**src/rtl/rprm_pkg.sv**
```systemverilog
// package for the read pair region matcher
// types and constants shared by the cell row and the top level, and the interval test of the cell row
`timescale 1ns / 1ps
`default_nettype none
package rprm_pkg;

  localparam int TableEntries = 32;
  localparam int LocusBits    = 10;
  localparam int IdxBits      = 5;
  localparam int CntBits      = $clog2(TableEntries + 1);

  localparam logic [1:0] KindBoth = 2'd0;
  localparam logic [1:0] KindRead = 2'd1;
  localparam logic [1:0] KindMate = 2'd2;

  localparam logic [15:0] MateDistReset = 16'd1000;

  typedef enum logic [5:0] {
    ST_IDLE  = 6'b000001,
    ST_HIT   = 6'b000010,
    ST_COM   = 6'b000100,
    ST_REST_R = 6'b001000,
    ST_REST_M = 6'b010000,
    ST_FLUSH = 6'b100000
  } state_e;

  typedef struct packed {
    logic [15:0] contig;
    logic [31:0] start;
    logic [31:0] stop;
    logic        target;
    logic [LocusBits-1:0] locus;
  } entry_t;

  typedef struct packed {
    logic [15:0] contig;
    logic [31:0] start;
    logic [31:0] stop;
  } span_t;

  typedef struct packed {
    logic  hit_ld;
    logic  adv;
    logic  mark_clr;
    logic  mark_set;
    logic [LocusBits-1:0] bus_locus;
    span_t rd;
    span_t mt;
  } cell_ctrl_t;

  typedef struct packed {
    logic tok;
    logic rh;
    logic mh;
    logic target;
    logic incom;
    logic eq;
    logic [LocusBits-1:0] locus;
  } cell_stat_t;

  function automatic logic covers(entry_t e, span_t s);
    logic ok;
    ok = (e.contig == s.contig) && (e.start <= s.start) && (s.stop <= e.stop) &&
         (e.start <= s.stop) && (e.stop >= s.start);
    return ok;
  endfunction

endpackage
`default_nettype wire

```
**src/rtl/rprm_cell.sv**
```systemverilog
// one cell of the region row: holds one table entry and its hit flags
// depends on rprm_pkg
`timescale 1ns / 1ps
`default_nettype none
module rprm_cell (
  input  logic                clk_i,
  input  logic                rst_ni,
  input  rprm_pkg::cell_ctrl_t ctrl_i,
  input  logic                en_i,
  input  logic                wr_i,
  input  rprm_pkg::entry_t    wr_entry_i,
  input  logic                tok_i,
  output rprm_pkg::cell_stat_t stat_o
);

  rprm_pkg::entry_t ent_q;
  logic tok_q, rh_q, mh_q, incom_q;

  always_ff @(posedge clk_i) begin
    if (wr_i) begin
      ent_q <= wr_entry_i;
    end
  end

  always_ff @(posedge clk_i or negedge rst_ni) begin
    if (!rst_ni) begin
      tok_q   <= 1'b0;
      rh_q    <= 1'b0;
      mh_q    <= 1'b0;
      incom_q <= 1'b0;
    end else begin
      if (ctrl_i.adv) begin
        tok_q <= tok_i;
      end
      if (ctrl_i.hit_ld) begin
        rh_q <= en_i && rprm_pkg::covers(ent_q, ctrl_i.rd);
        mh_q <= en_i && rprm_pkg::covers(ent_q, ctrl_i.mt);
      end
      if (ctrl_i.mark_clr) begin
        incom_q <= 1'b0;
      end else if (ctrl_i.mark_set && (ent_q.locus == ctrl_i.bus_locus)) begin
        incom_q <= 1'b1;
      end
    end
  end

  assign stat_o.tok    = tok_q;
  assign stat_o.rh     = rh_q;
  assign stat_o.mh     = mh_q;
  assign stat_o.target = ent_q.target;
  assign stat_o.incom  = incom_q;
  assign stat_o.eq     = (ent_q.locus == ctrl_i.bus_locus);
  assign stat_o.locus  = ent_q.locus;

endmodule
`default_nettype wire

```
**config.mk**
```make
export PLATFORM = sky130hd
export DESIGN_NAME = rprm_cell
export DESIGN_NICKNAME = d
export VERILOG_FILES = /design/src/rtl/rprm_pkg.sv /design/src/rtl/rprm_cell.sv
export SDC_FILE = /design/constraint.sdc
export NUM_CORES = 1
export LEC_CHECK = 0
export BUFFER_PORTS_ARGS = -buffer_cell sky130_fd_sc_hd__buf_4
export CAP_MARGIN = 20
export CORE_MARGIN = 2
export CORE_UTILIZATION = 54
export DETAILED_ROUTE_END_ITERATION = 16
export MAX_ROUTING_LAYER = met4
export PLACE_DENSITY = 0.87
export SLEW_MARGIN = 20
export SYNTH_ARGS = -nofsm -noshare
export SYNTH_HDL_FRONTEND = slang
export SYNTH_SLANG_ARGS = --single-unit
```
**constraint.sdc**
```tcl
create_clock -name clk_i -period 2.7 [get_ports clk_i]
set_input_delay 0 -clock clk_i [delete_from_list [all_inputs] [get_ports clk_i]]
set_output_delay 0 -clock clk_i [all_outputs]
set_load 0.005 [all_outputs]
```
==> results_dict.tcl <==
set metrics [dict create \
    path_class "reg -> reg" \
    root_buffer "clkbuf_16" \
    period_minus_slack_ns 2.57 \
    ys_types 49 \
    num_vias 9110 \
    syn-num-nets 1508 \
    cts_buffers 9 \
    netlist_area_um2 9530 \
    fin_nets 1889 \
    netlist_instances 982 \
    worst_ep_required_time_ns 2.95 \
    netlist_top_cells_count "256 x ha_1, 166 x inv_1, 91 x edfxtp_1" \
    cts_setup_buffers 0 \
    synthTopCellsByArea "ha_1 34%, edfxtp_1 29%, inv_1 6.5%" \
    grt_usage_pct 35.9 \
    clk_latency_ns 0.37 \
    tns_ns 0 \
    grt_pass1_vias 9471 \
    finish.cell_count_without_fillers 1593 \
    final-hold-violation-count 0 \
    cp.arrival_ns 2.82 \
    overflow 0 \
    cp-start-kind "flop" \
    dp_cells 1479 \
    clk_path_buf_depth 2 \
    powerDensity_nw_per_um2 381 \
    portBuffers 285 \
    cap_violations 0 \
    cts.clk_slew.worst_paths_ns 0.07 \
    hpwlAfterDp_um 25400 \
    rsz0062_at_grt "false" \
    cts_tree "yes" \
    grt_pass1_wl_um 48600 \
    place_congestion 0.957 \
    skew_ns 0.0128 \
    synth_top_area_share_pct 33.6 \
    antenna_found_initial 0 \
    ir_drop_mv 0.345 \
    num_rows 48 \
    yosysTopAreaCell "ha_1" \
    ys_ff_latch 95 \
    start_util_pct 55.1 \
    finalSetupViolations 0 \
    crit_fanout 3 \
    yosysWarnings 0 \
    antennaDiodeCount 0 \
    synth-edff-count 91 \
    yosysSeqAreaShare_pct 29.7 \
    drc 0 \
    async_flop_share_pct 4.21 \
    hp-class "in -> reg" \
    clock.fmax_mhz 389 \
    syn_to_final_growth_pct 38.0 \
    cts_sinks 95 \
    register_area_um2 2830 \
    tightest_slew_ns 0.652 \
    avgSynthCellArea_um2 9.71 \
    drtIter0Drc 629 \
    dr.pass1.iters 7 \
    die_w_um 137 \
    slew_viol_final 0 \
    fill_cells 1156 \
    worst_setup_path_end_kind "flop" \
    fp.dieArea_um2 18700 \
    multiInputGateArea_um2 5960 \
    period_share_pct 95.2 \
    grt_max_degree 48 \
    avgRoutedWirePerCell_um 20.3 \
    status "finished, final reports clean" \
    die-height_um 137 \
    drt.antenna.violating_nets 0 \
    viasPerCell 5.72 \
    p_leak_uw 0.00665 \
    core_area_um2 17300 \
    routed_wl_um 32400 \
    synthFlopType "edfxtp_1" \
    synth.most_common_cell "ha_1" \
    cts_max_level 3 \
    top_level_ports 286 \
    slew_headroom_pct 56.2 \
    layout-drive-gt1-share_pct 22.9 \
]
stage by stage:
step	cell area (um2)	hold slack [ns]	worst slack, ns	utilization (%)	power (uW)
2_1_floorplan	9530	-0.296	0.622	-	2750
3_3_place_gp	11900	-0.189	0.211	68.6	3410
4_1_cts	13200	0.134	0.149	76.0	4970
5_1_grt	13200	0.161	0.0389	76.0	5270
3_5_place_dp	11900	-0.189	0.164	68.6	3470
6_report	13200	0.129	0.130	76.0	5010
critical path, stage by stage (launching register included):
cell	delay [ns]
edfxtp_1	0.42
inv_1	0.12
ha_1	0.24
nand2b_1	0.15
a31oi_1	0.19
o21ai_1	0.13
a2111o_1	0.44
a211oi_1	0.47
o41a_1	0.20
o32ai_1	0.09
path summary, 6_finish.rpt:
path	start	endpoint	slack [ns]	depth (start not counted)
setup / recovery	ent_q[11]	rh_q	0.13	9
hold / removal	en_i	rh_q	0.13	5
setup reg to reg	ent_q[11]	rh_q	0.13	9
hold reg to reg	rh_q	rh_q	0.55	2
max in group asynchronous	rst_ni	mh_q	1.88	3
min in group asynchronous	rst_ni	tok_q	0.59	3
final cells by class:
class	instances	share of cell area, %
repair buffers	385	23.9
clock inverters	5	0.485
multi-input cells	706	45.3
flip-flops and latches	95	21.5
inverters	166	4.74
clock buffers	11	1.85
well taps	225	2.14
power by group:
| group | total, uW | internal, uW | switching, uW |
|---|---|---|---|
| sequential | 1880 | 1750 | 131 |
| clock | 1390 | 754 | 633 |
| combinational | 1740 | 885 | 859 |
per-layer routing:
metal | GRT usage (%) | part of all wire [%] | up-vias
li1 | - | - | 4363
met1 | 41.2 | 39 | 4239
met2 | 62.3 | 50 | 408
met3 | 6.07 | 7.2 | 100
met4 | 14.4 | 3.8 | 0
met5 | - | 0 | -
sequential cells by signal, indices dropped and copies added (netlist names):
name     flops
rh_q         1
tok_q        1
incom_q      1
mh_q         1
ent_q       80
stat_o      11
cells in the final DEF, fill, tap and decap left out, drive strengths merged, types with 4 or more instances in the layout:
cell / synthesis / final
a221oi: 8 / 8
nor2: 27 / 27
a31oi: 4 / 4
buf: 15 / 287
a211oi: 10 / 10
dfrtp: 4 / 4
nand3: 13 / 13
nand4: 48 / 48
xnor2: 32 / 32
inv: 166 / 168
nor3: 5 / 5
dlygate4sd3: 0 / 98
o21ai: 39 / 39
nand2: 61 / 61
nand2b: 4 / 4
ha: 256 / 256
nor4: 12 / 12
and4: 12 / 12
o211ai: 12 / 12
a21o: 26 / 26
a2111o: 5 / 5
clkbuf: 0 / 11
xor2: 10 / 10
edfxtp: 91 / 91
nor2b: 8 / 8
a21oi: 89 / 89
cells by family (layout without fill, tap and decap cells):
kind of cell / count (synthesis) / count (layout) / share of synthesized area, %
muxes: 1 / 1 / 0.118
buffers and inverters: 181 / 567 / 7.72
adders and majority gates: 256 / 256 / 33.6
and+or+nand+nor: 196 / 196 / 10.9
AOI/OAI and AO/OA: 211 / 211 / 14.1
DFF: 95 / 95 / 29.7
xor gates and xnor gates: 42 / 42 / 3.86
what timing repair did:
item	4_1_cts	5_1_grt
hold buffers	98	0
resized for setup	0	0
setup endpoints to repair	0	0
hold endpoints to repair	99	0
No activity file was read; power rests on OpenSTA's default activity.
